## config.mk

```make
export PLATFORM = sky130hd
export DESIGN_NAME = tipu_cell
export DESIGN_NICKNAME = d
export VERILOG_FILES = /design/src/rtl/tipu_pkg.sv /design/src/rtl/tipu_cell.sv
export SDC_FILE = /design/constraint.sdc
export NUM_CORES = 1
export LEC_CHECK = 0
export ABC_AREA = 1
export CAP_MARGIN = 20
export CORE_ASPECT_RATIO = 1.1
export CORE_UTILIZATION = 30
export DETAILED_ROUTE_END_ITERATION = 7
export DONT_BUFFER_PORTS = 1
export MAX_ROUTING_LAYER = met4
export PLACE_DENSITY_LB_ADDON = 0.05
export SETUP_SLACK_MARGIN = 0.15
export SLEW_MARGIN = 10
export SYNTH_ARGS = -nofsm -noshare
export SYNTH_HDL_FRONTEND = slang
export SYNTH_SLANG_ARGS = --single-unit
```

## constraint.sdc

```tcl
create_clock -name clk -period 7.8 [get_ports clk]
set_input_delay 1.17 -clock clk [delete_from_list [all_inputs] [get_ports clk]]
set_output_delay 1.17 -clock clk [all_outputs]
set_load 0.05 [all_outputs]
```

## src/rtl/tipu_pkg.sv

```systemverilog
// Shared types and constants for the triangular index pack/unpack unit.
package tipu_pkg;

  localparam int MAX_DIM_DEF = 65535;
  localparam logic [15:0] DIM_RESET = 16'd1;

  typedef enum logic [2:0] {
    ST_OK        = 3'd0,
    ST_BAD_DIM   = 3'd1,
    ST_BAD_FIRST = 3'd2,
    ST_BAD_SECOND = 3'd3,
    ST_ABOVE_N   = 3'd4,
    ST_BAD_INDEX = 3'd5
  } status_t;

  typedef enum logic {
    OP_PACK   = 1'b0,
    OP_UNPACK = 1'b1
  } opcode_t;

  // Control that travels with an item down the chain.
  typedef struct packed {
    logic    valid;
    opcode_t op;
    status_t status;
  } ctl_t;

endpackage

```

## src/rtl/tipu_cell.sv

```systemverilog
// One cell of the chain: decides one bit of the row offset.
module tipu_cell
  import tipu_pkg::*;
#(
  parameter int KW  = 16,
  parameter int PW  = 2 * KW + 1,
  parameter int BIT = 0
) (
  input  logic          clk,
  input  logic          rst_n,
  input  logic          adv,
  input  logic [15:0]   dim,
  input  ctl_t          ctl_in,
  input  logic [31:0]   idx_in,
  input  logic [15:0]   col_in,
  input  logic [KW-1:0] ktgt_in,
  input  logic [KW-1:0] k_in,
  input  logic [PW-1:0] p_in,
  input  logic [PW-1:0] q_in,
  output ctl_t          ctl_r,
  output logic [31:0]   idx_r,
  output logic [15:0]   col_r,
  output logic [KW-1:0] ktgt_r,
  output logic [KW-1:0] k_r,
  output logic [PW-1:0] p_r,
  output logic [PW-1:0] q_r
);

  logic [KW-1:0] k_try;
  logic [PW-1:0] p_try;
  logic [PW-1:0] q_try;
  logic [PW-1:0] s_try;
  logic          set_bit;

  // Lower bits of k are still zero, so setting this bit adds 2^BIT.
  // p tracks k*N and q tracks k*k, updated by shifts and adds only.
  assign k_try = k_in | (KW'(1) << BIT);
  assign p_try = p_in + (PW'(dim) << BIT);
  assign q_try = q_in + (PW'(k_in) << (BIT + 1)) + (PW'(1) << (2 * BIT));
  assign s_try = p_try - ((q_try - PW'(k_try)) >> 1);

  always_comb begin
    if (ctl_in.op == OP_PACK) begin
      set_bit = ktgt_in[BIT];
    end else begin
      set_bit = (PW'(k_try) < PW'(dim)) && (s_try < PW'(idx_in));
    end
  end

  always_ff @(posedge clk) begin
    if (!rst_n) begin
      ctl_r <= '0;
    end else if (adv) begin
      ctl_r <= ctl_in;
    end
  end

  always_ff @(posedge clk) begin
    if (adv) begin
      idx_r  <= idx_in;
      col_r  <= col_in;
      ktgt_r <= ktgt_in;
      k_r    <= set_bit ? k_try : k_in;
      p_r    <= set_bit ? p_try : p_in;
      q_r    <= set_bit ? q_try : q_in;
    end
  end

endmodule

```

== Yosys cells after proc, flatten, opt, wreduce, memory -nomap -nowiden ==
Cells that the tools add are included.
Storage, ports and cells
  output and inout port bits: 151
  input bits: 170
  register bits after elaboration: 151
  logic and storage cells: 21
Cells by class
  $add $sub $neg: 5
  reductions and logical operators: 1
  magnitude comparators: 2
  mux-type cells: 3
Operator list (count)
  $mux 33: 2
  $add 33x1->33 const B: 1
  $add 33x16->33: 1
  $add 33x17->33: 1
  $lt 33x32->1: 1
  $sub 33x16->33: 1
  $sub 33x32->33: 1
  $lt 16x16->1: 1
  $logic_and 1x1->1: 1
  $mux 1: 1

== Longest topological paths before layout ==
  depth after elaboration: 8
  mapped depth: 47
  depth with buffers taken out: 44

== Worst setup path before layout ==
OpenSTA, ideal clock, no wires.
  path type: input to register
  start point: in q_in[0]
  end point: reg q_r[10] (data pin)
  arrival: 6.509 ns
  slack: 1.039 ns
  stages: 42
  required time: 7.547 ns
  setup time: 0.253 ns
  path buffers: 3
  path through: buf_2 inv_1 fa_1 inv_1 nand3_1 nand2_1 nand2_1 nand2_1 inv_1 o21ai_1 xor2_1 ha_1 nand2_1 nor2_1 nand4_1 o21ai_0 nand2_1 nor3_1 [6 not listed] a21oi_1 o21a_1 nor2_1 a2111oi_0 nand2_1 nand2_1 nand2_1 ha_1 a2111oi_0 o21ai_0 inv_1 nand2_1 nor2_2 nand3_2 buf_6 buf_2 nand3_1 nand2_1
On the way
  word-level cells in the longest chain between the ends: 8
RTL lines
  start, declared: line tipu_cell.sv:19  | input logic [PW-1:0] q_in,
  $add 33x17->33 *: line tipu_cell.sv:39  | assign q_try = q_in + (PW'(k_in) << (BIT + 1)) + (PW'(1) << (2 * BIT));
  $add 33x1->33 *: line tipu_cell.sv:39
  $sub 33x16->33: line tipu_cell.sv:40  | assign s_try = p_try - ((q_try - PW'(k_try)) >> 1);
  $sub 33x32->33: line tipu_cell.sv:40
  $lt 33x32->1: line tipu_cell.sv:46  | set_bit = (PW'(k_try) < PW'(dim)) && (s_try < PW'(idx_in));
  $logic_and 1x1->1: line tipu_cell.sv:46
  $mux 1: line tipu_cell.sv:43  | if (ctl_in.op == OP_PACK) begin
  $mux 33 *: line tipu_cell.sv:65  | q_r <= set_bit ? q_try : q_in;
  end signal, assigned: line tipu_cell.sv:65
  end, declared: line tipu_cell.sv:26  | output logic [PW-1:0] q_r
Every way passes the cells marked *; elsewhere a longest branch is shown, timed or not.
A chain may end at the register's enable or synchronous reset.

== Worst setup path in the final report ==
  start point: in k_in[0]
  end point: reg p_r[20] (data pin)
On the way
  word-level cells in the longest chain between the ends: 8
RTL lines
  start, declared: line tipu_cell.sv:17  | input logic [KW-1:0] k_in,
  $add 33x17->33: line tipu_cell.sv:39
  $add 33x1->33: line tipu_cell.sv:39
  $sub 33x16->33: line tipu_cell.sv:40
  $sub 33x32->33: line tipu_cell.sv:40
  $lt 33x32->1: line tipu_cell.sv:46
  $logic_and 1x1->1: line tipu_cell.sv:46
  $mux 1: line tipu_cell.sv:43
  $mux 33: line tipu_cell.sv:64  | p_r <= set_bit ? p_try : p_in;
  end signal, assigned: line tipu_cell.sv:64
  end, declared: line tipu_cell.sv:25  | output logic [PW-1:0] p_r,
Every way passes these cells.

==> reports/results.ini <==
[clocking]
cts_tree=done
clk_pin_slew_ps=60
clk_latency_ps=460
cts_buffers=17
htreeDepth=4
clkSinkCount=151
cts_buffer_depth=2
cts-root-buf=clkbuf_16

[setup_path]
start_kind=input pin
r2r_start=ctl_r[3]
critical_path.max_stage_delay_ps=460
crit_top_cell=nand2_1
r2r_cells=2
critPathKind=in -> reg
r2r_end=ctl_r[3]
end_kind=flop
critPathMaxFanout=17
critical_path_arrival_ps=7260
crit_path_start=k_in[0]
r2r_setup_slack_ps=6800
worst_path_max_delay_cell=fa_1
required_ps=8000

[die]
rows=77
dieArea_mm2=0.0419
fp.coreArea_mm2=0.0404
initial_utilization_pct=30.5
die_w_um=195
ios=321
dieHeight_um=215

[timing]
fin_hold_ws_ps=775
setup_ws_ps=739
hold_viol_final=0
setup_violations=0
period_needed_ps=7060
drv_slew=0
finClkSkew_ps=0
timing.slew.headroom_pct=46.4
rsz0062_at_grt=no
tightest_slew_ps=804
finalCritPeriodShare_pct=90.5
max_freq_ghz=0.142

[drt]
wl_per_cell_um=19.8
viasPerCell=4.90
routed_wl_mm=43.2
drc=0
drt_iter0_drc=538
final_antenna_net_count=0
num_vias=10700
dr.pass1.iters=5

[cells_and_area]
nFillCells=4274
diodes=0
mostFrequentLayoutCells=nand2_1 (444), inv_1 (193), edfxtp_1 (146)
instances_no_fill=2187
final_common_cell=nand2_1
area_growth_pct=14.3
fin_nets=1962
drive_above_1_share_pct=8.90

[min_path]
hold_class=reg -> reg
hold_depth=2
hold_start=ctl_r[1]
hold-path-endpoint=ctl_r[1]

[global_routing]
grt_use_total_pct=21.2
antenna_found_initial=0
grt_max_degree=154
grt_pass1_wl_mm=64.3
grt_overflow=0
grt_pass1_vias=10900

[placement]
dp_worst_setup_slack_ps=-78.6
dp_cells=2151
hpwl_mm=35.5
gp_congestion=0.891
port_buffers=0

[power]
p_int_w=0.00212
irDropWorstVdd_mv=0.138
p_sw_share_pct=45.6
power.share.clock_pct=20.5
combPwrFrac_pct=45.6
p_switching_w=0.00178
p_per_area_mw_per_mm2=277
seqPwrFrac_pct=33.9
p_leak_nw=6.60

[synthesis]
yosys_warnings=0
ys_types=45
syn_nets=1887
netlist_instances=1586
synth_area_per_cell_um2=7.78
synth-simple-area-share_pct=26.5
synth_compound_area_share_pct=8.83
synth_edf_count=146
seq_area_frac_synth_pct=36.4
synthAdderAreaFrac_pct=13.5
synth_mux_area_share_pct=0
synth_xor_area_share_pct=7.59
ys_ff_latch=151
synth_top_family_by_area=simple AND/OR/NAND/NOR gates
ys.flop_type=edfxtp_1
async_flop_share_pct=0
synth_area_mm2=0.0123

[job]
maxCapViolCount=0

[outcome]
status=complete, no violations

-- state kept, by name (all words and copies together), names as in the netlist --
| signal | cells |
|---|---|
| p_r | 33 |
| k_r | 16 |
| q_r | 33 |
| idx_r | 32 |
| ktgt_r | 16 |
| col_r | 16 |
| ctl_r | 5 |
-- how the worst max path moves through the flow --
stage / to / slack, ps / cells after the start
2_1_floorplan: q_r[10] / 1040 / 42
3_3_place_gp: q_r[7] / -100 / 41
3_5_place_dp: p_r[20] / -80 / 41
4_1_cts: p_r[20] / 390 / 41
5_1_grt: p_r[17] / 160 / 45
6_report: p_r[20] / 740 / 40
-- cell families after synthesis --
kind of cell	Yosys count
xor gates and xnor gates	106
buffers and inverters	221
adders and majority gates	131
DFF	151
and+or+nand+nor	775
AOI/OAI and AO/OA	202
-- critical path, delay by kind of cell --
kind	cells	cell delay [ps]
buf+inv	9	1110
xor+xnor	1	280
simple gates	18	1890
fa+ha+maj	4	1330
compound gates	8	1460
-- Yosys cell counts, types with 2 or more instances --
cell type	number	share of area (%)
edfxtp_1	146	36
nand2_2	2	0.10
a21boi_0	2	0.12
o21bai_1	5	0.30
o21ai_0	59	2.4
nor3_1	23	0.93
ha_1	128	13
nor3_2	2	0.16
inv_2	2	0.061
or2_2	2	0.10
a21oi_1	110	4.5
a211oi_1	2	0.12
o211ai_1	2	0.12
inv_1	193	5.9
nand2_1	448	14
nor2_4	2	0.18
buf_2	9	0.37
nand4_1	22	1.1
nand3b_1	3	0.18
nand3_1	142	5.8
o21ai_1	3	0.12
a2111oi_0	2	0.14
o21a_1	5	0.30
a31oi_1	3	0.15
buf_6	6	0.55
xor2_1	68	4.8
nor4_1	4	0.20
fa_1	3	0.49
a21o_1	5	0.30
clkbuf_1	8	0.24
dfxtp_1	5	0.81
nand3_2	4	0.32
nor2_2	3	0.15
xnor2_1	37	2.6
nor2_1	116	3.5
-- metal layers --
| metal | vias up | GRT usage, % | routed length [µm] |
|---|---|---|---|
| met3 | 47 | 4.56 | 2150 |
| met5 | - | - | 0 |
| li1 | 5462 | - | - |
| met4 | 0 | 7.24 | 1140 |
| met1 | 4906 | 24.9 | 18900 |
| met2 | 305 | 35.6 | 21000 |
-- power by group through the flow --
stage	Sequential (W)	Combinational (W)	Clock [W]
floorplan	0.00132	0.00126	0
global placement	0.00134	0.00177	0
detailed placement	0.00134	0.00177	0
CTS	0.00132	0.00178	0.000830
global route	0.00133	0.00205	0.000849
finish	0.00132	0.00178	0.000799
-- layout make-up --
type                            instances  area, µm²  area share (%)
Clock inverter                         15        119           0.843
Inverter                              195        732            5.19
Sequential cell                       151       4480            31.8
Clock buffer                           17        425            3.02
Multi-Input combinational cell       1214       7030            49.9
Tap cell                              513        642            4.55
Timing Repair Buffer                   82        666            4.72
-- through the flow --
stage	utilization, %	TNS (ps)	power (W)	area (µm²)
6_report	34.9	0	0.00390	14100
5_1_grt	34.9	0	0.00423	14100
4_1_cts	34.6	0	0.00393	14000
3_5_place_dp	33.3	-2180	0.00311	13400
3_3_place_gp	33.3	-2770	0.00311	13400
2_1_floorplan	-	0	0.00258	12300
-- repair_timing --
action | 4_1_cts | 5_1_grt
setup buffers | 0 | 3
hold buffers | 0 | 0
endpoints found under the setup margin | 0 | 67
resized for setup | 0 | 26
(Power assumes the default switching activity.)
