## src/rtl/tipu_pkg.sv

```systemverilog
// Shared types and constants for the triangular index pack/unpack unit.
package tipu_pkg;

  localparam int MAX_DIM_DEF = 65535;
  localparam logic [15:0] DIM_RESET = 16'd1;

  typedef enum logic [2:0] {
    ST_OK        = 3'd0,
    ST_BAD_DIM   = 3'd1,
    ST_BAD_FIRST = 3'd2,
    ST_BAD_SECOND = 3'd3,
    ST_ABOVE_N   = 3'd4,
    ST_BAD_INDEX = 3'd5
  } status_t;

  typedef enum logic {
    OP_PACK   = 1'b0,
    OP_UNPACK = 1'b1
  } opcode_t;

  // Control that travels with an item down the chain.
  typedef struct packed {
    logic    valid;
    opcode_t op;
    status_t status;
  } ctl_t;

endpackage

```

## src/rtl/tipu_front.sv

```systemverilog
// Input stage: checks an item, orders the coordinates and registers it.
module tipu_front
  import tipu_pkg::*;
#(
  parameter int MAX_DIM = MAX_DIM_DEF,
  parameter int KW      = $clog2(MAX_DIM + 1)
) (
  input  logic          clk,
  input  logic          rst_n,
  input  logic          adv,
  input  logic [15:0]   dim,
  input  logic          take,
  input  logic          in_opcode,
  input  logic [15:0]   in_first_coord,
  input  logic [15:0]   in_second_coord,
  input  logic [31:0]   in_packed_in,
  output ctl_t          ctl_r,
  output logic [31:0]   idx_r,
  output logic [15:0]   col_r,
  output logic [KW-1:0] ktgt_r
);

  ctl_t          ctl_nxt;
  logic [32:0]   tri_prod;
  logic [15:0]   r_min;
  logic [15:0]   c_max;

  assign tri_prod = 33'(dim) * 33'({1'b0, dim} + 17'd1);
  assign r_min    = (in_first_coord < in_second_coord) ? in_first_coord : in_second_coord;
  assign c_max    = (in_first_coord < in_second_coord) ? in_second_coord : in_first_coord;

  always_comb begin
    ctl_nxt.valid  = take;
    ctl_nxt.op     = opcode_t'(in_opcode);
    ctl_nxt.status = ST_OK;
    if ((dim == 16'd0) || ({16'd0, dim} > 32'(MAX_DIM))) begin
      ctl_nxt.status = ST_BAD_DIM;
    end else if (ctl_nxt.op == OP_PACK) begin
      if (in_first_coord == 16'd0) begin
        ctl_nxt.status = ST_BAD_FIRST;
      end else if (in_second_coord == 16'd0) begin
        ctl_nxt.status = ST_BAD_SECOND;
      end else if ((in_first_coord > dim) || (in_second_coord > dim)) begin
        ctl_nxt.status = ST_ABOVE_N;
      end
    end else begin
      if ((in_packed_in == 32'd0) || (in_packed_in > tri_prod[32:1])) begin
        ctl_nxt.status = ST_BAD_INDEX;
      end
    end
  end

  always_ff @(posedge clk) begin
    if (!rst_n) begin
      ctl_r <= '0;
    end else if (adv) begin
      ctl_r <= ctl_nxt;
    end
  end

  always_ff @(posedge clk) begin
    if (adv) begin
      idx_r  <= in_packed_in;
      col_r  <= c_max;
      ktgt_r <= KW'(r_min - 16'd1);
    end
  end

endmodule

```

## config.mk

```make
export PLATFORM = sky130hd
export DESIGN_NAME = tipu_front
export DESIGN_NICKNAME = d
export VERILOG_FILES = /design/src/rtl/tipu_pkg.sv /design/src/rtl/tipu_front.sv
export SDC_FILE = /design/constraint.sdc
export NUM_CORES = 1
export LEC_CHECK = 0
export BUFFER_PORTS_ARGS = -buffer_cell sky130_fd_sc_hd__buf_2
export CAP_MARGIN = 20
export CORE_ASPECT_RATIO = 1.5
export CORE_MARGIN = 3
export CORE_UTILIZATION = 50
export CTS_BUF_LIST = sky130_fd_sc_hd__clkbuf_16
export DETAILED_ROUTE_END_ITERATION = 8
export PLACE_DENSITY_LB_ADDON = 0.3
export SETUP_SLACK_MARGIN = 0.5
export SLEW_MARGIN = 20
export SYNTH_ARGS = -nofsm -noshare
export SYNTH_HDL_FRONTEND = slang
export SYNTH_SLANG_ARGS = --single-unit
```

## constraint.sdc

```tcl
create_clock -name clk -period 12.9 [get_ports clk]
set_clock_uncertainty 0.15 [all_clocks]
set_input_delay 3.225 -clock clk [delete_from_list [all_inputs] [get_ports clk]]
set_output_delay 3.225 -clock clk [all_outputs]
set_load 0.01 [all_outputs]
```

Word level (Yosys, flattened, before mapping)
Cells that the tools add are included.
{"block": "classes", "n_mux": 8, "add_sub_neg": 2, "n_mul": 1, "magnitude_cmp": 4, "n_reduce_logical": 6}
{"operator": "$logic_not 16->1", "count": 3}
{"operator": "$mul 16x17->33", "count": 1}
{"operator": "$gt 16x16->1", "count": 2}
{"operator": "$gt 32x32->1", "count": 1}
{"operator": "$logic_not 32->1", "count": 1}
{"operator": "$mux 16", "count": 2}
{"operator": "$mux 3", "count": 6}
{"operator": "$add 16x1->17 const B", "count": 1}
{"operator": "$lt 16x16->1", "count": 1}
{"operator": "$sub 16x1->16 const B", "count": 1}
{"operator": "$logic_or 1x1->1", "count": 2}
{"block": "totals", "out_inout_bits": 69, "regBits": 69, "inputBits": 85, "wordCells": 27}

Longest topological paths before layout
Gate-level depths: netlist of the first run.
{"block": "depth", "word_depth": 7, "mapped_depth": 38, "depth_no_buf": 37}

Least setup slack after synthesis of the first run
No wires, ideal clock.
{"block": "synth_path", "path_type": "input port to flip-flop", "startpoint": "in dim[0]", "endpoint": "reg ctl_r[0] (netlist name)", "setup_slack_ns": 1.078, "setup_time_ns": 0.136, "path_stages": 35, "arrival_ns": 11.537, "required_time_ns": 12.614, "n_path_buf": 1, "path_cell_list": "ha_1 > nand3_1 > nor3_1 > nand3_1 > ha_1 > clkbuf_1 > nor2_1 > fa_1 > inv_1 > fa_1 > inv_1 > fa_1 > fa_1 > fa_1 > inv_1 > fa_1 > inv_1 > ha_1 > a21oi_1 > nor2b_1 > o21ai_0 > a21oi_1 > a2111oi_2 > o21ai_1 > or4_1 > and3_1 > ha_1 > nand4_1 > nor3_1 > nand2_1 > nor4_1 > nor4b_1 > a31oi_1 > o21ai_1 > a31oi_1"}
{"block": "synth_between", "elab_chain_len": 7, "word_cells_on_any_way": 8, "classes_between": "1 x add/sub; 1 x mul; 1 x order compare; 3 x mux; 2 x reduce/logical"}
{"element": "start, declared", "line_no": "tipu_front.sv:11", "source": "input logic [15:0] dim,"}
{"element": "$add 16x1->17", "line_no": "tipu_front.sv:28", "source": "assign tri_prod = 33'(dim) * 33'({1'b0, dim} + 17'd1);"}
{"element": "$mul 16x17->33", "line_no": "tipu_front.sv:28"}
{"element": "$gt 32x32->1", "line_no": "tipu_front.sv:47", "source": "if ((in_packed_in == 32'd0) || (in_packed_in > tri_prod[32:1])) begin"}
{"element": "$logic_or 1x1->1", "line_no": "tipu_front.sv:47"}
{"element": "$mux 3", "line_no": "tipu_front.sv:47"}
{"element": "$mux 3", "line_no": "tipu_front.sv:38", "source": "end else if (ctl_nxt.op == OP_PACK) begin"}
{"element": "$mux 3 *", "line_no": "tipu_front.sv:36", "source": "if ((dim == 16'd0) || ({16'd0, dim} > 32'(MAX_DIM))) begin"}
{"element": "end signal, assigned", "line_no": "tipu_front.sv:57", "source": "ctl_r <= ctl_nxt;"}
{"element": "end, declared", "line_no": "tipu_front.sv:17", "source": "output ctl_t ctl_r,"}
Every way passes the cells marked *; elsewhere a longest branch is shown, timed or not.
A chain may end at the register's enable or synchronous reset.

Final worst setup path of the first run
{"block": "layout_path", "startpoint": "in dim[3]", "endpoint": "reg ctl_r[0] (netlist name)"}
Same word-level chain as after synthesis.

==> results.sh, run 1 <==
export IMPL_outcome="finished, final reports clean"
export IMPL_fin_ws_ns=0.916
export IMPL_post_route_drc_count=0
export IMPL_pre_cts_ws_ns=-0.0342
export IMPL_required_ns=13.04
export IMPL_place_gp_congestion=0.960
export IMPL_ff2ff_path_depth=3
export IMPL_synthArstFlopShare_pct=0
export IMPL_synth_simple_area_share_pct=17.1
export IMPL_ys_warn_count=0
export IMPL_ys_seq_area_share_pct=14.3
export IMPL_grt_usage_pct=25.8
export IMPL_seqCellArea_um2=2020
export IMPL_synthCells=1517
export IMPL_drive_gt1_share_pct=14.1
export IMPL_crit_path_end_kind="flop"
export IMPL_postSynthRegisterBits=69
export IMPL_dieWidth_um=143
export IMPL_antenna_found_initial=0
export IMPL_worst_setup_path_start_kind="input pin"
export IMPL_multiInputGateArea_um2=11000
export IMPL_synth_compound_area_share_pct=7.18
export IMPL_synth_edf_count=64
export IMPL_drtIter0Drc=628
export IMPL_ant_nets=0
export IMPL_hold_violations=0
export IMPL_htreeDepth=3
export IMPL_clock_path_buffers=2
export IMPL_wl_um=37800
export IMPL_firstDrtPassIters=5
export IMPL_critical_path_slowest_cell="fa_1"
export IMPL_cp_startpoint="dim[3]"
export IMPL_worstMarginPinSlew_ns=0.959
export IMPL_synth_fa_ha_area_share_pct=47.4
export IMPL_hold_path_class="reg2reg"
export IMPL_grt_max_degree=73
export IMPL_place_inst=2008
export IMPL_synth_top_area_cell="fa_1"
export IMPL_wl_per_cell_um=18.7
export IMPL_clk_pin_slew_ns=0.05
export IMPL_core_area_um2=27500
export IMPL_cp_slowest_stage_delay_ns=0.55
export IMPL_rsz0062_at_grt="no"
export IMPL_ios=154
export IMPL_fin_cells=2025
export IMPL_io_buffers=153
export IMPL_nets=2173
export IMPL_die_area_um2=30300
export IMPL_relSlewSlack_pct=36.0
export IMPL_max_clock_freq_mhz=83.4
export IMPL_crit_top_cell="fa_1"
export IMPL_finalCriticalPeriod_ns=11.98
export IMPL_fillers=2451
export IMPL_clock_sinks=69
export IMPL_fp_dieH_um=212
export IMPL_final_cell_area_um2=15900
export IMPL_cts_made_buffers=9
export IMPL_rows=74
export IMPL_hp_start="ctl_r[2]$_SDFFE_PN0P_"
export IMPL_area_delta_synth_final_pct=12.4
export IMPL_reg2reg_from="ctl_r[1]$_SDFFE_PN0P_"
export IMPL_synth_top_family_by_area="adder cells"
export IMPL_synth_distinct_cells=67
export IMPL_synth_avg_cell_area_um2=9.31
export IMPL_fin_setup_tns_ns=0
export IMPL_grt_pass1_wl_um=60900
export IMPL_crit_type="in2reg"
export IMPL_placed_area_um2=15400
export IMPL_fin_crit_sh_pct=92.9
export IMPL_root_buffer="clkbuf_16"
export IMPL_setup_violations=0
export IMPL_synth_mux_area_share_pct=1.41
export IMPL_via_per_inst=5.60
export IMPL_synthesis_nets=2012
export IMPL_synth_area_top_cells="fa_1 29%, ha_1 18%, edfxtp_1 14%"
export IMPL_syn_area_um2=14100
export IMPL_cts_tree="done"
export IMPL_n_antenna_cell=0
export IMPL_hold_buffers=0
export IMPL_whs_path_depth=2
export IMPL_critPathArrivalTime_ns=12.12
export IMPL_synth_top_cell_area_share_pct=29.5
export IMPL_routed_via_count=11300
export IMPL_cap_violations=0
export IMPL_drv_slew=0
export IMPL_initial_utilization_pct=51.4
export IMPL_synth_xor_area_share_pct=3.35
export IMPL_dp_hpwl_um=31500
export IMPL_grt_pass1_vias=12100
export IMPL_worstPathMaxFanout=15
export IMPL_synth_flop_cell="edfxtp_1"
export IMPL_clkLatencyLatePin_ns=0.36
export IMPL_grt_ovfl_total=0
metrics by stage:
step	hold WS, ns	utilization (%)
final	0.377	57.7
after global routing	0.391	57.7
after CTS	0.374	57.2
after detailed placement	0.367	56.2
after global placement	0.343	56.2
after floorplan	0.348	-
placed cells by master, fill, tap and decap left out, drive strengths merged, types with 4 or more instances in the layout:
master / instances
a2111oi: 4
a211oi: 10
a21o: 11
a21oi: 54
a31oi: 4
and2: 13
and3: 7
buf: 189
clkbuf: 9
clkinv: 4
clkinvlp: 4
dfxtp: 5
edfxtp: 64
fa: 208
ha: 202
inv: 309
mux2: 15
nand2: 51
nand2b: 133
nand3: 23
nand4: 21
nor2: 133
nor2b: 13
nor3: 27
nor4: 14
o211ai: 4
o21a: 8
o21ai: 35
o21bai: 5
or3: 9
or4: 7
xnor2: 32
xor2: 22
worst max-delay path: cells and delay by family:
family,cells,cell delay (ns)
AOI/OAI and AO/OA,7,1.39
adders and majority gates,9,4.24
buffers and inverters,7,0.89
and+or+nand+nor,13,2.35
cells in the mapped netlist (14+ instances only):
cell type / count
mux2_1: 15
o21ai_0: 18
nor4_1: 14
nand3_1: 23
edfxtp_1: 64
nand2_1: 51
nor2_1: 133
a21oi_1: 54
nand4_1: 21
fa_1: 208
nor3_1: 25
xor2_1: 22
clkbuf_1: 37
ha_1: 202
xnor2_1: 32
o21ai_1: 16
nand2b_1: 133
inv_1: 305
per-layer routing:
metal / up-vias / wire length, µm / track usage [%]
met5: - / 0 / 0
met4: 0 / 2410 / 14.8
met3: 118 / 1960 / 3.37
met2: 367 / 20500 / 47.1
met1: 5636 / 13000 / 28.4
li1: 5218 / - / -
flip-flops by register name (all words and copies together) (netlist names):
signal and count:
col_r 16, ctl_r 5, idx_r 32, ktgt_r 16
kinds of logic (layout without fill, tap and decap cells):
logic type / Yosys count / in the layout
compound gates: 158 / 158
xor+xnor: 54 / 54
fa+ha+maj: 410 / 410
buf+inv: 349 / 515
flops: 69 / 69
mux: 18 / 18
simple gates: 459 / 459
cell type report:
class,instances,area share [%]
flip-flops and latches,69,12.7
well taps,342,2.70
inverters,310,7.33
repair buffers,189,6.53
clock inverters,7,0.276
clock buffers,9,1.42
multi-input cells,1099,69.0
repair_timing:
action,in CTS,in global routing
setup endpoints to repair,2,2
setup buffers,0,1
pin swaps,1,3
gates resized for setup,6,19
cloned,0,0
worst paths after layout:
check / endpoint / slack (ns)
worst max-delay path: ctl_r[0]$_SDFFE_PN0P_ / 0.92
worst min-delay path: ctl_r[2]$_SDFFE_PN0P_ / 0.38
worst max register to register: ctl_r[1]$_SDFFE_PN0P_ / 12.00
worst min register to register: ctl_r[2]$_SDFFE_PN0P_ / 0.38
Power of run 1 is not shown: default switching activity piles up to over one toggle a cycle in this logic, so the estimate is an artifact.
==> run 2: changes to the inputs <==
BUFFER_PORTS_ARGS = -buffer_cell sky130_fd_sc_hd__clkbuf_2   (was -buffer_cell sky130_fd_sc_hd__buf_2)
==> results.sh, run 2 (synthesized netlist as in run 1, its figures left out) <==
export IMPL_cp_depth=38
export IMPL_cp_startpoint="dim[1]"
export IMPL_ios=154
export IMPL_grt_usage_pct=25.6
export IMPL_dp_hpwl_um=31500
export IMPL_critical_path_slowest_cell="fa_1"
export IMPL_grt_pass1_wl_um=60400
export IMPL_routed_via_count=11300
export IMPL_die_area_um2=30300
export IMPL_place_inst=2016
export IMPL_place_gp_congestion=0.935
export IMPL_fp_dieH_um=212
export IMPL_rsz0062_at_grt="no"
export IMPL_fin_cells=2034
export IMPL_worstMarginPinSlew_ns=0.952
export IMPL_outcome="finished, final reports clean"
export IMPL_ff2ff_path_depth=3
export IMPL_hold_path_class="reg2reg"
export IMPL_hp_start="ctl_r[2]$_SDFFE_PN0P_"
export IMPL_cts_made_buffers=9
export IMPL_drv_slew=0
export IMPL_post_route_drc_count=0
export IMPL_top_regs="idx_r x32, col_r x16, ktgt_r x16"
export IMPL_cap_violations=0
export IMPL_drive_gt1_share_pct=14.4
export IMPL_wl_um=37600
export IMPL_dieWidth_um=143
export IMPL_io_buffers=153
export IMPL_core_area_um2=27500
export IMPL_root_buffer="clkbuf_16"
export IMPL_cp_num_buf_inv=8
export IMPL_max_clock_freq_mhz=83.7
export IMPL_clkLatencyLatePin_ns=0.35
export IMPL_clk_pin_slew_ns=0.06
export IMPL_clock_path_buffers=2
export IMPL_top_register="idx_r"
export IMPL_final_common_cell="inv_1"
export IMPL_whs_path_depth=2
export IMPL_cp_slowest_stage_delay_ns=0.54
export IMPL_setup_violations=0
export IMPL_cts_tree="done"
export IMPL_nets=2182
export IMPL_finalCriticalPeriod_ns=11.95
export IMPL_required_ns=13.04
export IMPL_htreeDepth=3
export IMPL_hold_ws_ns=0.360
export IMPL_relSlewSlack_pct=36.5
export IMPL_pre_cts_ws_ns=-0.0345
export IMPL_initial_utilization_pct=51.4
export IMPL_wl_per_cell_um=18.5
export IMPL_fin_ws_ns=0.952
export IMPL_worst_setup_path_start_kind="input pin"
export IMPL_ant_nets=0
export IMPL_worstPathMaxFanout=8
export IMPL_largest_reg_flops=32
export IMPL_crit_top_cell="fa_1"
export IMPL_drtIter0Drc=645
export IMPL_clock_sinks=69
export IMPL_crit_path_end_kind="flop"
export IMPL_firstDrtPassIters=5
export IMPL_grt_ovfl_total=0
export IMPL_grt_pass1_vias=11800
export IMPL_hold_buffers=0
export IMPL_reg2reg_from="ctl_r[1]$_SDFFE_PN0P_"
export IMPL_area_delta_synth_final_pct=12.7
export IMPL_grt_max_degree=73
export IMPL_hold_violations=0
export IMPL_fin_crit_sh_pct=92.6
export IMPL_critPathArrivalTime_ns=12.09
export IMPL_critical_path_top_delay_family="adder cells"
export IMPL_final_cell_mix="305 x inv_1, 208 x fa_1, 194 x ha_1"
export IMPL_crit_type="in2reg"
export IMPL_via_per_inst=5.55
export IMPL_n_antenna_cell=0
export IMPL_rows=74
export IMPL_fin_setup_tns_ns=0
export IMPL_antenna_found_initial=0
-- run 2: metal layers --
| metal | track usage (%) | vias up | routed length [µm] |
|---|---|---|---|
| met5 | 0 | - | 0 |
| met4 | 13.0 | 0 | 2050 |
| met3 | 2.89 | 96 | 1600 |
| met2 | 47.1 | 323 | 20300 |
| met1 | 29.0 | 5637 | 13700 |
| li1 | - | 5238 | - |
-- run 2: what timing repair did --
item,in CTS,in global routing
buffers inserted,0,2
setup endpoints to repair,2,2
hold endpoints to repair,0,0
gates resized for setup,3,20
pin swaps,0,2
cloned,0,0
-- run 2: final timing paths --
path	end	slack, ns
setup / recovery	ctl_r[0]$_SDFFE_PN0P_	0.95
hold reg to reg	ctl_r[2]$_SDFFE_PN0P_	0.36
setup reg to reg	ctl_r[1]$_SDFFE_PN0P_	12.00
hold / removal	ctl_r[2]$_SDFFE_PN0P_	0.36
-- run 2: stage by stage --
stage / util (%) / cell area [µm²]
final: 57.9 / 15900
after global placement: 56.4 / 15500
after floorplan: - / 14100
after CTS: 57.4 / 15800
after global routing: 57.9 / 15900
after detailed placement: 56.4 / 15500
-- run 2: area by class of cell --
cell class | count | area (µm²)
Clock buffer | 9 | 225
Clock inverter | 7 | 42.5
Fill cell | 2462 | 11600
Inverter | 310 | 1160
Multi-Input combinational cell | 1099 | 10900
Sequential cell | 69 | 2020
Tap cell | 342 | 428
Timing Repair Buffer | 198 | 1110
-- run 2: worst reg2reg max path, delay by kind of cell, from the launching register on --
family | cells | cell delay [ns]
flops | 1 | 0.31
compound gates | 1 | 0.15
simple gates | 2 | 0.18
Power of run 2 is left out for the same reason.
