--- src/rtl/tipu_pkg.sv ---
// Shared types and constants for the triangular index pack/unpack unit.
package tipu_pkg;

  localparam int MAX_DIM_DEF = 65535;
  localparam logic [15:0] DIM_RESET = 16'd1;

  typedef enum logic [2:0] {
    ST_OK        = 3'd0,
    ST_BAD_DIM   = 3'd1,
    ST_BAD_FIRST = 3'd2,
    ST_BAD_SECOND = 3'd3,
    ST_ABOVE_N   = 3'd4,
    ST_BAD_INDEX = 3'd5
  } status_t;

  typedef enum logic {
    OP_PACK   = 1'b0,
    OP_UNPACK = 1'b1
  } opcode_t;

  // Control that travels with an item down the chain.
  typedef struct packed {
    logic    valid;
    opcode_t op;
    status_t status;
  } ctl_t;

endpackage

--- src/rtl/tipu_back.sv ---
// Output stage: forms the result fields from the row offset and holds the item.
module tipu_back
  import tipu_pkg::*;
#(
  parameter int KW = 16,
  parameter int PW = 2 * KW + 1
) (
  input  logic          clk,
  input  logic          rst_n,
  input  logic          adv,
  input  ctl_t          ctl_in,
  input  logic [31:0]   idx_in,
  input  logic [15:0]   col_in,
  input  logic [KW-1:0] k_in,
  input  logic [PW-1:0] p_in,
  input  logic [PW-1:0] q_in,
  output logic          out_valid_r,
  output logic [31:0]   out_packed_r,
  output logic [15:0]   out_row_r,
  output logic [15:0]   out_col_r,
  output status_t       out_status_r
);

  logic [PW-1:0] row_start;
  logic [PW-1:0] packed_sum;
  logic [PW-1:0] col_sum;
  logic          ok;

  // Elements before row k+1: k*N - k*(k-1)/2.
  assign row_start  = p_in - ((q_in - PW'(k_in)) >> 1);
  assign packed_sum = row_start + PW'(col_in) - PW'(k_in);
  assign col_sum    = PW'(idx_in) - row_start + PW'(k_in);
  assign ok         = (ctl_in.status == ST_OK);

  always_ff @(posedge clk) begin
    if (!rst_n) begin
      out_valid_r <= 1'b0;
    end else if (adv) begin
      out_valid_r <= ctl_in.valid;
    end
  end

  always_ff @(posedge clk) begin
    if (adv) begin
      out_status_r <= ctl_in.status;
      out_packed_r <= '0;
      out_row_r    <= '0;
      out_col_r    <= '0;
      if (ok && (ctl_in.op == OP_PACK)) begin
        out_packed_r <= packed_sum[31:0];
      end else if (ok) begin
        out_row_r <= 16'(k_in) + 16'd1;
        out_col_r <= col_sum[15:0];
      end
    end
  end

endmodule

--- config.mk ---
export PLATFORM = sky130hd
export DESIGN_NAME = tipu_back
export DESIGN_NICKNAME = d
export VERILOG_FILES = /design/src/rtl/tipu_pkg.sv /design/src/rtl/tipu_back.sv
export SDC_FILE = /design/constraint.sdc
export NUM_CORES = 1
export LEC_CHECK = 0
export BUFFER_PORTS_ARGS = -buffer_cell sky130_fd_sc_hd__buf_2
export CAP_MARGIN = 30
export CORE_UTILIZATION = 57
export CTS_BUF_LIST = sky130_fd_sc_hd__clkbuf_4 sky130_fd_sc_hd__clkbuf_8
export DETAILED_ROUTE_END_ITERATION = 6
export GPL_ROUTABILITY_DRIVEN = 0
export MAX_ROUTING_LAYER = met4
export PLACE_DENSITY = 0.89
export SLEW_MARGIN = 20
export SYNTH_ARGS = -nofsm -noshare
export SYNTH_HDL_FRONTEND = slang
export SYNTH_SLANG_ARGS = --single-unit
--- constraint.sdc ---
create_clock -name clk -period 9.75 [get_ports clk]
set_input_delay 1.95 -clock clk [delete_from_list [all_inputs] [get_ports clk]]
set_output_delay 1.95 -clock clk [all_outputs]
set_load 0.005 [all_outputs]
; Word level (Yosys, flattened, before mapping)
; Index checks and enable logic that the tools add are counted.
[totals]
reg_bits = 68
inputBits = 138
[classes]
n_bitwise = 2
n_reduce_logical = 3
add_sub_neg = 7
[ops]
columns = cell, n
row1 = subtractor 33 x 16 -> 33 bit, 1
row2 = adder 32 x 16 -> 32 bit, 1
row3 = subtractor 32 x 16 -> 32 bit, 1
row4 = subtractor 32 bit, 1
row5 = adder 16 x 1 -> 16 bit (second input constant), 1
row6 = adder 16 bit, 1
row7 = subtractor 16 bit, 1
row8 = zero test 3 bit, 1
row9 = NOT 1 bit, 2
row10 = OR reduction 2 bit, 1
row11 = logical AND 1 bit, 1

; Depth between registers and ports, before layout
; Gate-level depths: netlist (run 1).
[depth]
word_depth = 4
depth_mapped = 34
depth_no_buf = 34

; Least setup slack after synthesis (run 1)
; No wires, ideal clock.
[synth_path]
kind = input to register
start = input port k_in[1]
end = register out_packed_r[30], data pin
path_buffers = 1
slack_ns = 1.542
path_stages = 34
arrival_ns = 7.942
t_required_ns = 9.485
path_cell_list = inv_1 ha_1 inv_1 o21bai_1 a21o_1 a21o_1 a21o_1 a21boi_0 o31ai_1 a211oi_1 o21bai_1 a21oi_1 xor2_1 ha_1 o21ai_0 nand2b_1 inv_1 a31oi_1 a31o_2 xnor2_1 fa_1 inv_1 ha_1 clkbuf_1 a21o_1 a21o_1 a21oi_1 o21ai_0 a311o_1 a31oi_1 a221oi_2 a221o_1 and3_1 or3_1
[synth_via]
elab_chain_len = 4
[synth_lines]
columns = item, line_no
row1 = start: declaration, tipu_back.sv:14  ; input logic [KW-1:0] k_in,
row2 = subtractor 33 x 16 -> 33 bit, tipu_back.sv:30  ; assign row_start = p_in - ((q_in - PW'(k_in)) >> 1);
row3 = subtractor 32 bit, tipu_back.sv:30
row4 = adder 32 x 16 -> 32 bit, tipu_back.sv:31  ; assign packed_sum = row_start + PW'(col_in) - PW'(k_in);
row5 = subtractor 32 x 16 -> 32 bit *, tipu_back.sv:31
row6 = end signal: assignment, tipu_back.sv:50  ; out_packed_r <= packed_sum[31:0];
row7 = end: declaration, tipu_back.sv:18  ; output logic [31:0] out_packed_r,
; Mark *: on every way between the ends. The rest lies on a longest branch, timed or not.
; A chain may end at the register's enable or synchronous reset.

; Worst setup path in the final report (run 1)
; Ends and elaborated chain as after synthesis.

==> results of run 1 <==
final cells by class:
| cell class | instances | area share [%] |
|---|---|---|
| antenna | 3 | 0.0769 |
| clock buffer | 9 | 1.27 |
| clock inverter | 7 | 0.692 |
| inverter | 129 | 4.96 |
| multi-input combinational | 752 | 59.8 |
| sequential | 68 | 20.8 |
| tap | 184 | 2.36 |
| timing repair buffer | 192 | 10.0 |
flip-flops by register name (all words and copies together) (netlist names):
name          flops
out_packed_r     32
out_status_r      3
out_row_r        16
out_col_r        16
out_valid_r       1
synth_stat cells (11+ instances only):
master	instances	area, um^2
sky130_fd_sc_hd__and3_1	12	75.1
sky130_fd_sc_hd__a21oi_1	60	300
sky130_fd_sc_hd__nand3_1	32	160
sky130_fd_sc_hd__nor2_1	82	308
sky130_fd_sc_hd__a21o_1	36	270
sky130_fd_sc_hd__clkbuf_1	12	45.0
sky130_fd_sc_hd__nand2_1	51	191
sky130_fd_sc_hd__nor3_1	33	165
sky130_fd_sc_hd__fa_1	33	661
sky130_fd_sc_hd__ha_1	96	1200
sky130_fd_sc_hd__inv_1	129	484
sky130_fd_sc_hd__o21ai_0	37	185
sky130_fd_sc_hd__a211oi_1	12	90.1
sky130_fd_sc_hd__a31oi_1	11	68.8
sky130_fd_sc_hd__xnor2_1	65	569
sky130_fd_sc_hd__nor2b_1	12	75.1
sky130_fd_sc_hd__edfxtp_1	67	2010
sky130_fd_sc_hd__nand2b_1	15	93.8
sky130_fd_sc_hd__o21a_1	13	97.6
sky130_fd_sc_hd__o21bai_1	11	82.6
sky130_fd_sc_hd__xor2_1	36	315
where the power goes:
part	internal, mW	total, mW	switching (mW)	leakage, nW
combinational	0.705	1.64	0.936	3.88
clock	0.117	0.231	0.114	0.0927
sequential	0.355	0.362	0.00729	0.646
total	1.18	2.23	1.06	4.61
logic make-up after synthesis:
family                   after synthesis  synth area share (%)
AND/OR/NAND/NOR                      287                  17.0
adder cells (fa/ha/maj)              129                  22.1
AO/OA/AOI/OAI                        230                  18.7
flip-flops                            68                  24.1
XOR/XNOR                             104                  11.3
buffers and inverters                145                  6.53
multiplexers                           2                 0.238
worst register-to-register path: stages (launching register included):
cell and delay [ps]:
sky130_fd_sc_hd__dfxtp_1 310, sky130_fd_sc_hd__mux2i_1 120, sky130_fd_sc_hd__nor2b_1 60
stage by stage:
stage	hold slack, ps	setup slack, ps	std cells	area (um^2)	util, %
finish	534	747	1344	9770	67.5
global route	605	150	1343	9760	67.4
CTS	542	862	1340	9740	67.3
detailed placement	527	524	1324	9550	66.0
global placement	497	734	1324	9550	66.0
floorplan	507	1540	965	8430	-
worst paths after layout:
check,startpoint,endpoint,slack [ps],depth (start not counted)
min,out_valid_r$_SDFFE_PN0P_,out_valid_r$_SDFFE_PN0P_,530,2
max,k_in[1],out_packed_r[30]$_SDFFCE_PN0P_,750,34
min reg2reg,out_valid_r$_SDFFE_PN0P_,out_valid_r$_SDFFE_PN0P_,530,2
max reg2reg,out_valid_r$_SDFFE_PN0P_,out_valid_r$_SDFFE_PN0P_,9150,2
per-layer routing:
metal	share of wire [%]	wire length, um
met1	41	8690
met2	48	10200
met3	7.4	1560
met4	3.2	667
met5	0	0
cell usage in the layout (no fill, tap or decap), drive strengths merged, types with 5 or more instances in the layout:
master / instances
fa: 33
nor3b: 6
buf: 192
and3: 13
nor3: 33
edfxtp: 67
a21o: 36
inv: 129
nor2: 83
o21a: 13
a21oi: 60
a31oi: 11
xor2: 37
nand2b: 15
xnor2: 66
nor4: 10
o211ai: 7
nor2b: 12
a211oi: 12
nand2: 51
a221oi: 5
nand3b: 5
nand3: 32
o21ai: 40
clkbuf: 9
nand4: 7
ha: 96
o21bai: 11
==> results, run 1 <==
- The remaining max-slew budget at the tightest pin is approximately 41%.
- Among cell families on the critical path, the largest total delay comes from compound AO/OA/AOI/OAI gates.
- In the synthesized netlist the dominant register cell turns out to be sky130_fd_sc_hd__edfxtp_1.
- The floorplan die area is roughly 0.015 mm^2.
- The sum of overflow across all layers after global routing is 0.
- For the pin with the worst max-slew slack, the measured transition is ~880 ps.
- For this design, the CTS-stage hold fixing added 0 buffers.
- Among the stages of the critical path, the cell type that occurs most often is sky130_fd_sc_hd__a21o_1.
- The number of placed I/O pins is a little over 200.
- The number of flip-flops and latches in the synthesized netlist is between 60 and 70.
- The required time reported for the critical path endpoint is a little under 10000 ps.
- After the last flow step, the layout net total stands at about 1.4k.
- The master of the slowest instance on the critical path is sky130_fd_sc_hd__fa_1.
- The area added between synthesis and finish is 15.9%.
- The total detailed-routing wirelength is between 20000 and 25000 um.
- Across the whole layout, storage elements account for about 0.0020 mm^2.
- The max-slew violation total from the final report is 0.
- The power per cell area is 229 mW/mm^2.
- The deepest clock path buffer count is 2.
- The TritonCTS clock tree is done.
- The max-cap check violation count is 0.
- The average cell area after synthesis is approximately 8.7 um^2.
- The post-detailed-route DRC marker count is 0.
- The number of buffers and inverters on the critical path is 5.
- For met2 alone, demand over resource in global routing was 48.9%.
- In this run the static leakage power is around 4.6 nW.
- After floorplanning, the core was sized to cover 0.0145 mm^2.
- Setup repair after global routing left no endpoint under its margin.
- The post-synthesis net count is roughly 1.2k.
- The worst setup path is captured at a register.
- The width of the die is roughly 120 um.
- CTS saw roughly 70 sinks.
- The number of global-route vias before repair is about 7.2k.
- Global routing used 5.27% of the available met3 tracks.
- The violation count after the first detailed-route iteration is 652.
- The number of endpoints with negative hold slack in the final report is 0.
- Entering global routing, the biggest net connects 69 pins.
- Global routing used 28.6% of the available tracks across all layers.
- The critical path startpoint category is an input port.
- The worst setup path is of the in2reg kind.
- The number of distinct library cells after synthesis is 71.
- The count of input and output buffers is ~190.
- The count of nets left with antenna violations once routing finished came out at 0.
- The most utilized layer in the global route result is met2.
- The synthesized design contains 67 enable-type register cells.
- Across the VDD grid, the largest voltage drop is around 0.14 mV.
- The wire length of the first global-routing pass is roughly 33000 um.
- The HPWL after detailed placement is approximately 17000 um.
- The global routing met1 resource utilization is between 30 and 40%.
- The worst-path maximum fanout is 9.
- The final critical delay including setup and external delays is 9000 ps.
- The total vias in the final route is between 7k and 8k.
- Before antenna repair, the detailed router went through 5 iterations.
- The detailed-route vias per instance is 5.70.
- The filler cells instantiated in the layout total around 1.1k.
- The H-tree generated during clock tree synthesis spans 3 levels.
- The number of post-CTS setup repair buffers is 0.
- Derived from the worst setup path, the maximum achievable clock frequency is 111 MHz.
- The period utilization is 92.3%.
- After synthesis the cells add up to between 0.008 and 0.009 mm^2.
- On the final layout, the worst clock skew is 0 ps.
- The synthesized instance count is about 970.
- The run finished with clean final reports.
- After synthesis, flip-flops and latches occupy around a quarter of the total area.
- The area of the multi-input gates is slightly below 0.006 mm^2.
- Adding up every negative setup slack in the final design gives 0 ps.
- The setup-violating endpoint count in the final report is 0.
- After clock tree synthesis, the clock-pin slew on the worst setup and hold paths is around 70 ps.
- The synthesis warning total is 0.
- STA puts the critical path data arrival time at 9100 ps.
- The initial cell density of the core is slightly below 60%.
- From bottom edge to top edge, the die measures 124 um.
- In this run, CTS created clock tree buffers numbering 9.
- Overall power consumption after layout is estimated at 2.23 mW.
- The tree is rooted in a sky130_fd_sc_hd__clkbuf_8.
- In this run the worst hold path is classified as reg2reg.
- After detailed routing, the average wire length per cell comes to 15.7 um.
- The biggest cell delay along the critical path is between 500 and 600 ps.
- The initial antenna violation count came to 2.
- The total of cells resized after clock tree synthesis is 0.
- The fraction of final layout cells sized beyond drive strength 1 is between 10% and 20%.
- After floorplanning, the core was divided into 44 placement rows.
- Of all flip-flops after synthesis, the portion carrying an async set or reset was 0%.
- The later-pin clock latency in the skew report is approximately 350 ps.
No activity file was read; power rests on OpenSTA's default activity.
==> run 2, diff against run 1 <==
--- a/config.mk
+++ b/config.mk
@@ -7,12 +7,12 @@
 export LEC_CHECK = 0
 export BUFFER_PORTS_ARGS = -buffer_cell sky130_fd_sc_hd__buf_2
 export CAP_MARGIN = 30
-export CORE_UTILIZATION = 57
+export CORE_UTILIZATION = 61
 export CTS_BUF_LIST = sky130_fd_sc_hd__clkbuf_4 sky130_fd_sc_hd__clkbuf_8
 export DETAILED_ROUTE_END_ITERATION = 6
 export GPL_ROUTABILITY_DRIVEN = 0
 export MAX_ROUTING_LAYER = met4
-export PLACE_DENSITY = 0.89
+export PLACE_DENSITY = 0.95
 export SLEW_MARGIN = 20
 export SYNTH_ARGS = -nofsm -noshare
 export SYNTH_HDL_FRONTEND = slang
==> constraint.sdc (replaced) <==
create_clock -name clk -period 11.4 [get_ports clk]
set_input_delay 2.28 -clock clk [delete_from_list [all_inputs] [get_ports clk]]
set_output_delay 2.28 -clock clk [all_outputs]
set_load 0.005 [all_outputs]
==> run 2 against run 1 <==
  * First-iteration DRC count increased by 11%
  * Clock-buffer cell count unchanged
  * Register-to-register slack better by 1600 ps
  * Power fell by 12%
  * Clock skew is the same
  * Worst setup slack gained 1300 ps
  * Global-route usage up 3.9 points
  * Routed wire length is 6.1% higher
  * Clock power shrank 4%
  * Worst hold slack lost 4.8 ps
  * Combinational power fell by 13%
  * Via count grew 4.6%
==> results, run 2 (same netlist as run 1, synthesis figures left out) <==
- The post-detailed-route count of antenna-violating nets is 0 (unchanged).
- The total detailed-routing wirelength is 22400 um (+6.1%).
- The number of core rows was 42 (-4.5%).
- The transition time at the pin with the least slew margin came to 874 ps (-10.5 ps).
- The commonest non-fill, non-tap cell in the layout is sky130_fd_sc_hd__buf_2.
- The area added between synthesis and finish is 16.2%.
- The critical path capture point type is a register.
- The worst register-to-register path begins at out_valid_r$_SDFFE_PN0P_.
- The number of placed I/O pins was 206 (unchanged).
- The remaining max-slew budget at the tightest pin came to 41.7% (+0.70 points).
- The class of the most critical hold timing path is reg2reg.
- The number of post-CTS setup repair buffers is 0 (unchanged).
- The flip-flop count of the largest register, all copies and words added was 32 (unchanged).
- The maximum number of pins on one net before global-route repair is 69 (unchanged).
- The total of cells resized after clock tree synthesis is 0 (unchanged).
- In this run the critical register-to-register path is captured at out_valid_r$_SDFFE_PN0P_.
- The critical path startpoint category is an input port.
- The total iterations of the first detailed-routing run was 6 (+1).
- The worst setup slack after placement is 1840 ps (+1320 ps).
- In the final layout, the registers with the most flip-flops are out_packed_r: 32 flops, out_col_r: 16 flops, out_row_r: 16 flops.
- The count of input and output buffers is 188 (unchanged).
- The post-place instance area is 0.00954 mm^2 (-0.12%).
- The post-CTS clock slew at the launch and capture registers of the worst setup and hold paths is 70 ps (about the same).
- The critical path starts at k_in[1].
- The aggregate global-route resource usage is 32.4% (+3.9 points).
- The power per cell area is 200 mW/mm^2 (-13%).
- The share of power burned in combinational logic is 72.9% (-0.6 points).
- The dominant cell type by count on the critical path is sky130_fd_sc_hd__a21o_1.
- The max-slew violation total from the final report is 0 (unchanged).
- The floorplan die area is 0.0143 mm^2 (-6.5%).
- The H-tree depth is 3 (unchanged).
- The floorplan core area is 0.0133 mm^2 (-7.8%).
- The clock tree skew after final layout is 0 ps (unchanged).
- The initial antenna violation count is 3 (+1).
- The number of global-route vias before repair was 7825 (+8.1%).
- The total negative slack is 0 ps (unchanged).
- The later-pin clock latency in the skew report is 360 ps (about the same).
- The max-cap check violation count is 0 (unchanged).
- The deepest clock path buffer count is 2 (unchanged).
- The worst-path maximum fanout is 9 (unchanged).
- The net switching fraction of the power is 47.4% (about the same).
- The required time reported for the critical path endpoint is 11510 ps (+1660 ps).
- The number of buffers added to fix hold violations after cts is 0 (unchanged).
- The total number of nets in the final design is 1418 (-0.070%).
- The total instance count after detailed placement was 1315 (-0.68%).
- The register containing the most flip-flops in the final layout is out_packed_r.
- The sequential group share of total power is 15.8% (-0.4 points).
- The post-detailed-route DRC marker count is 0 (unchanged).
- The internal power consumption is 1.03 mW (-12%).
- The cell depth of the worst flop-to-flop path is 2 (unchanged).
- The fraction of final layout cells sized beyond drive strength 1 is 20.0% (+0.10 points).
- The endpoint arrival time on the critical path was 9490 ps (+390 ps).
- The estimated wirelength of the detail-placed design is 17600 um (+1.8%).
- The summed area of non-filler cells in the final layout is 0.00979 mm^2 (+0.26%).
- The critical path ends at out_packed_r[30]$_SDFFCE_PN0P_.
- The overall power is 1.96 mW (-12%).
- The final instance count without filler cells is 1335 (-0.67%).
- The maximum vdd ir drop is 0.105 mV (-26%).
- The number of sinks handled by clock tree synthesis is 68 (unchanged).
- The net switching component of the power is 926 uW (-12%).
- The total clock buffers created by CTS is 9 (unchanged).
- The routed design could run at a clock period as short as 9380 ps.
- The vertical extent of the die is 120 um (-3.3%).
- The highest clock rate is 107 MHz.
- The initial cell density of the core is 63.1% (+4.9 points).
- The static leakage was 4.63 nW (+0.38%).
- The register-to-register setup slack is 10790 ps (+1640 ps).
- The wire length of the first global-routing pass is 35800 um (+8.1%).
- The total vias in the final route is 8017 (+4.6%).
- The setup-violating endpoint count in the final report was 0 (unchanged).
- The run finished with clean final reports.
- The library cells used most frequently in the layout, excluding fill and tap cells, are 188 x sky130_fd_sc_hd__buf_2, 129 x sky130_fd_sc_hd__inv_1, 96 x sky130_fd_sc_hd__ha_1, 82 x sky130_fd_sc_hd__nor2_1, 67 x sky130_fd_sc_hd__edfxtp_1.
- The final routed wire length divided by cell count was 16.8 um (+6.8%).
- The period utilization is approximately 82%.
- Setup repair after global routing left no endpoint under its margin.
- The number of endpoints with negative hold slack in the final report is 0 (unchanged).
- The width of the die came to 120 um (-3.3%).
- The detailed-route vias per instance is 6.01 (+5.4%).
- By startpoint and endpoint, the worst setup path is classified as in2reg.
- The master of the slowest instance on the critical path is sky130_fd_sc_hd__fa_1.
- The violation count after the first detailed-route iteration came to 723 (+11%).
- The biggest cell delay along the critical path is 480 ps (-30 ps).
- The slack of the critical path was 2020 ps (+1280 ps).
- The sum of overflow across all layers after global routing came to 0 (unchanged).
- The power share of the clock group is 11.3% (+1.0 points).
- In this run the clock root is driven by a sky130_fd_sc_hd__clkbuf_8.
- TritonCTS built the clock tree.
[run 2: worst min-delay path by stage]
stage,startpoint,end,depth (start not counted),slack [ps]
3_5_place_dp,out_valid_r$_SDFFE_PN0P_,out_valid_r$_SDFFE_PN0P_,2,520
6_report,out_valid_r$_SDFFE_PN0P_,out_valid_r$_SDFFE_PN0P_,2,530
3_3_place_gp,out_valid_r$_SDFFE_PN0P_,out_valid_r$_SDFFE_PN0P_,2,500
5_1_grt,out_valid_r$_SDFFE_PN0P_,out_valid_r$_SDFFE_PN0P_,2,570
4_1_cts,out_valid_r$_SDFFE_PN0P_,out_valid_r$_SDFFE_PN0P_,2,540
2_1_floorplan,out_valid_r$_SDFFE_PN0P_,out_valid_r$_SDFFE_PN0P_,2,510
[run 2: power groups by stage]
stage          sequential [mW]  clock (mW)  combinational (mW)
2_1_floorplan            0.319           0                1.08
3_3_place_gp             0.315           0                1.32
3_5_place_dp             0.316           0                1.38
4_1_cts                  0.310       0.221                1.41
5_1_grt                  0.312       0.232                1.59
6_report                 0.310       0.221                1.43
[run 2: layer usage]
| metal | vias up | global-route usage (%) | part of all wire (%) | routed length [um] |
|---|---|---|---|---|
| li1 | 3793 | - | - | - |
| met1 | 3661 | 38.4 | 39 | 8750 |
| met2 | 461 | 52.9 | 47 | 10600 |
| met3 | 102 | 4.52 | 8.5 | 1910 |
| met4 | 0 | 18.8 | 5.2 | 1160 |
| met5 | - | - | 0 | 0 |
[run 2: worst max-delay path, delay by kind of cell]
| kind | cells | cell delay (ps) |
|---|---|---|
| xor gates and xnor gates | 2 | 320 |
| and+or+nand+nor | 3 | 680 |
| buffers and inverters | 5 | 500 |
| adders and majority gates | 4 | 1510 |
| AOI/OAI and AO/OA | 20 | 4180 |
[run 2: final cells by class]
class / instances / area, um^2
Multi-Input combinational cell: 752 / 5850
Fill cell: 945 / 3560
Sequential cell: 68 / 2030
Timing Repair Buffer: 191 / 983
Inverter: 129 / 484
Tap cell: 176 / 220
Clock buffer: 9 / 124
Clock inverter: 7 / 91.3
Antenna cell: 3 / 7.51
[run 2: stage by stage]
step           hold WS (ps)  util [%]
2_1_floorplan           507         -
3_3_place_gp            498      71.4
3_5_place_dp            519      71.5
4_1_cts                 540      73.1
5_1_grt                 567      73.4
6_report                529      73.4
==> run 3, diff against run 2 <==
--- a/config.mk
+++ b/config.mk
@@ -7,12 +7,12 @@
 export LEC_CHECK = 0
 export BUFFER_PORTS_ARGS = -buffer_cell sky130_fd_sc_hd__buf_2
 export CAP_MARGIN = 30
-export CORE_UTILIZATION = 61
+export CORE_UTILIZATION = 51
 export CTS_BUF_LIST = sky130_fd_sc_hd__clkbuf_4 sky130_fd_sc_hd__clkbuf_8
 export DETAILED_ROUTE_END_ITERATION = 6
 export GPL_ROUTABILITY_DRIVEN = 0
 export MAX_ROUTING_LAYER = met4
-export PLACE_DENSITY = 0.95
+export PLACE_DENSITY = 0.85
 export SLEW_MARGIN = 20
 export SYNTH_ARGS = -nofsm -noshare
 export SYNTH_HDL_FRONTEND = slang
==> constraint.sdc (replaced) <==
create_clock -name clk -period 8.39 [get_ports clk]
set_input_delay 1.678 -clock clk [delete_from_list [all_inputs] [get_ports clk]]
set_output_delay 1.678 -clock clk [all_outputs]
set_load 0.005 [all_outputs]
==> run 3 against run 2 <==
  * Sequential share of layout area is 0.51 points lower
  * Worst setup slack worse by 1700 ps
  * Non-clock buffer count is 22 higher
  * Clock power is 48% higher
  * Die area is 19% higher
  * Largest power group unchanged
==> results, run 3 (same netlist as run 1, synthesis figures left out) <==
- The number of placed I/O pins came to 206 (unchanged).
- The sequential cell area in the final layout came to 0.00203 mm^2 (unchanged).
- The power per cell area is 270 mW/mm^2 (+35%).
- The worst hold slack across all endpoints is 524 ps (-5.84 ps).
- The setup-violating endpoint count in the final report is 0 (unchanged).
- STA classifies the critical path startpoint as an input port.
- The post-detailed-route count of antenna-violating nets is 0 (unchanged).
- The highest clock rate is ~120 MHz.
- The post-place instance area is 0.00975 mm^2 (+2.2%).
- The deepest clock path buffer count came to 2 (unchanged).
- The final critical delay including setup and external delays is roughly 8100 ps.
- The transition time at the pin with the least slew margin is 857 ps (-17.9 ps).
- The area added between synthesis and finish is 19.2%.
- The static leakage is 4.75 nW (+2.6%).
- The H-tree depth is 3 (unchanged).
- The number of endpoints with negative hold slack in the final report is 0 (unchanged).
- The max-slew violation total from the final report is 0 (unchanged).
- The worst setup slack after placement is -14.5 ps (-1850 ps).
- The maximum vdd ir drop is 0.151 mV (+44%).
- The number of sinks handled by clock tree synthesis is 68 (unchanged).
- The post-CTS clock slew at the launch and capture registers of the worst setup and hold paths is 70 ps (about the same).
- The fraction of final layout cells sized beyond drive strength 1 is 21.6% (+1.7 points).
- The summed area of non-filler cells in the final layout is 0.0100 mm^2 (+2.5%).
- The type of the setup path with the least slack is in2reg.
- The area of the multi-input gates was 0.00587 mm^2 (+0.30%).
- CTS placed an instance of sky130_fd_sc_hd__clkbuf_8 at the clock tree root.
- On the critical path the largest part of the delay comes from compound AO/OA/AOI/OAI gates.
- The total clock buffers created by CTS is 9 (unchanged).
- The flip-flop count of the largest register, all copies and words added is 32 (unchanged).
- STA classifies the critical path endpoint as a register.
- The required time reported for the critical path endpoint is 8490 ps (-3020 ps).
- The number of core rows is 46 (+9.5%).
- Of the available clock period, the critical path in the final layout requires 96.1%.
- The library cells used most frequently in the layout, excluding fill and tap cells, are 188 x sky130_fd_sc_hd__buf_2, 129 x sky130_fd_sc_hd__inv_1, 96 x sky130_fd_sc_hd__ha_1, 82 x sky130_fd_sc_hd__nor2_1, 67 x sky130_fd_sc_hd__edfxtp_1.
- By instance count, the cell type seen most on the critical path is sky130_fd_sc_hd__a21o_1.
- The aggregate global-route resource usage is 26.0% (-6.5 points).
- The commonest non-fill, non-tap cell in the layout is sky130_fd_sc_hd__buf_2.
- The fill cell total of the finished layout is 1335 (+41%).
- The estimated wirelength of the detail-placed design is 17300 um (-1.6%).
- The endpoint arrival time on the critical path is 8160 ps (-1330 ps).
- The number of post-CTS setup repair buffers is 0 (unchanged).
- The biggest cell delay along the critical path is 480 ps (about the same).
- The min-delay analysis places its worst path in the category reg2reg.
- The total iterations of the first detailed-routing run came to 5 (-1).
- The master of the slowest instance on the critical path is sky130_fd_sc_hd__fa_1.
- The run finished with clean final reports.
- The total vias in the final route is 7719 (-3.7%).
- The initial cell density of the core is 52.7% (-10 points).
- The worst-path maximum fanout is 6 (-3).
- The largest registers in the layout are out_packed_r: 32 flops, out_col_r: 16 flops, out_row_r: 16 flops.
- The count of input and output buffers was 188 (unchanged).
- The floorplan core area came to 0.0160 mm^2 (+20%).
- The wire length of the first global-routing pass came to 33500 um (-6.5%).
- The violation count after the first detailed-route iteration is 536 (-26%).
- The sum of overflow across all layers after global routing is 0 (unchanged).
- The final routed wire length divided by cell count is 15.2 um (-9.1%).
- The number of buffers and inverters on the critical path came to 4 (-1).
- The register containing the most flip-flops in the final layout is out_packed_r.
- The floorplan die area is 0.0170 mm^2 (+19%).
- The total number of nets in the final design is 1440 (+1.6%).
- The later-pin clock latency in the skew report is 350 ps (about the same).
- The post-detailed-route DRC marker count is 0 (unchanged).
- The slack of the critical path is 325 ps (-1700 ps).
- The clock tree skew after final layout is 0 ps (unchanged).
- The detailed-route vias per instance is 5.52 (-8.1%).
- The maximum number of pins on one net before global-route repair is 69 (unchanged).
- The number of global-route vias before repair is 7265 (-7.2%).
- The total detailed-routing wirelength is 21300 um (-4.7%).
- The initial antenna violation count is 4 (+1).
- The width of the die is 131 um (+9.2%).
- The remaining max-slew budget at the tightest pin is 42.9% (+1.2 points).
- The vertical extent of the die was 131 um (+9.2%).
- The max-cap check violation count is 0 (unchanged).
- TritonCTS built the clock tree.
-- run 3: cell types whose count changed in the layout (fill, tap and decap cells not counted), sizes merged --
cell	before	now
bufinv	2	3
clkinv	4	3
diode	3	5
buf	191	213
-- run 3: routing by layer --
layer / track usage [%] / part of all wire, % / vias up / wire [um]
met5: - / 0 / - / 0
met4: 13.1 / 4.1 / 0 / 866
met3: 4.23 / 7.1 / 58 / 1510
met2: 43.1 / 47 / 293 / 10100
met1: 30.5 / 42 / 3526 / 8870
li1: - / - / 3842 / -
-- run 3: timing repair --
action / 4_1_cts / 5_1_grt
setup endpoints to repair: 0 / 5
hold buffers: 0 / 0
gates resized for setup: 0 / 6
endpoints found under the hold margin: 0 / 0
-- run 3: worst paths after layout --
kind,startpoint,endpoint,slack [ps],cells past startpoint
worst max-delay path,k_in[2],out_packed_r[31]$_SDFFCE_PN0P_,320,33
worst min-delay path,out_valid_r$_SDFFE_PN0P_,out_valid_r$_SDFFE_PN0P_,520,2
worst max register to register,out_valid_r$_SDFFE_PN0P_,out_valid_r$_SDFFE_PN0P_,7790,2
worst min register to register,out_valid_r$_SDFFE_PN0P_,out_valid_r$_SDFFE_PN0P_,520,2
-- run 3: cell type report --
type,count,share of cell area (%)
Antenna cell,5,0.125
Clock buffer,9,1.23
Clock inverter,7,1.15
Inverter,129,4.82
Multi-Input combinational cell,752,58.4
Sequential cell,68,20.2
Tap cell,216,2.69
Timing Repair Buffer,213,11.3
-- run 3: worst min-delay path: cells and delay by family, from the launching register on --
family	cells	cell delay [ps]
DFF	1	320
and+or+nand+nor	1	100
muxes	1	60
-- run 3: stage by stage --
stage	std cells	utilization (%)	TNS, ps	power [mW]
final	1399	62.8	0	2.71
after global routing	1398	62.7	-3.09	2.97
after CTS	1393	62.4	0	2.69
after detailed placement	1377	60.9	-14.5	2.34
after global placement	1377	60.9	0	2.29
after floorplan	965	-	0	1.90
-- run 3: power by group --
part / switching (mW) / total [mW] / leakage (nW) / internal [mW]
Combinational: 1.09 / 1.96 / 3.99 / 0.871
Sequential: 0.00769 / 0.420 / 0.646 / 0.412
Clock: 0.131 / 0.327 / 0.117 / 0.196
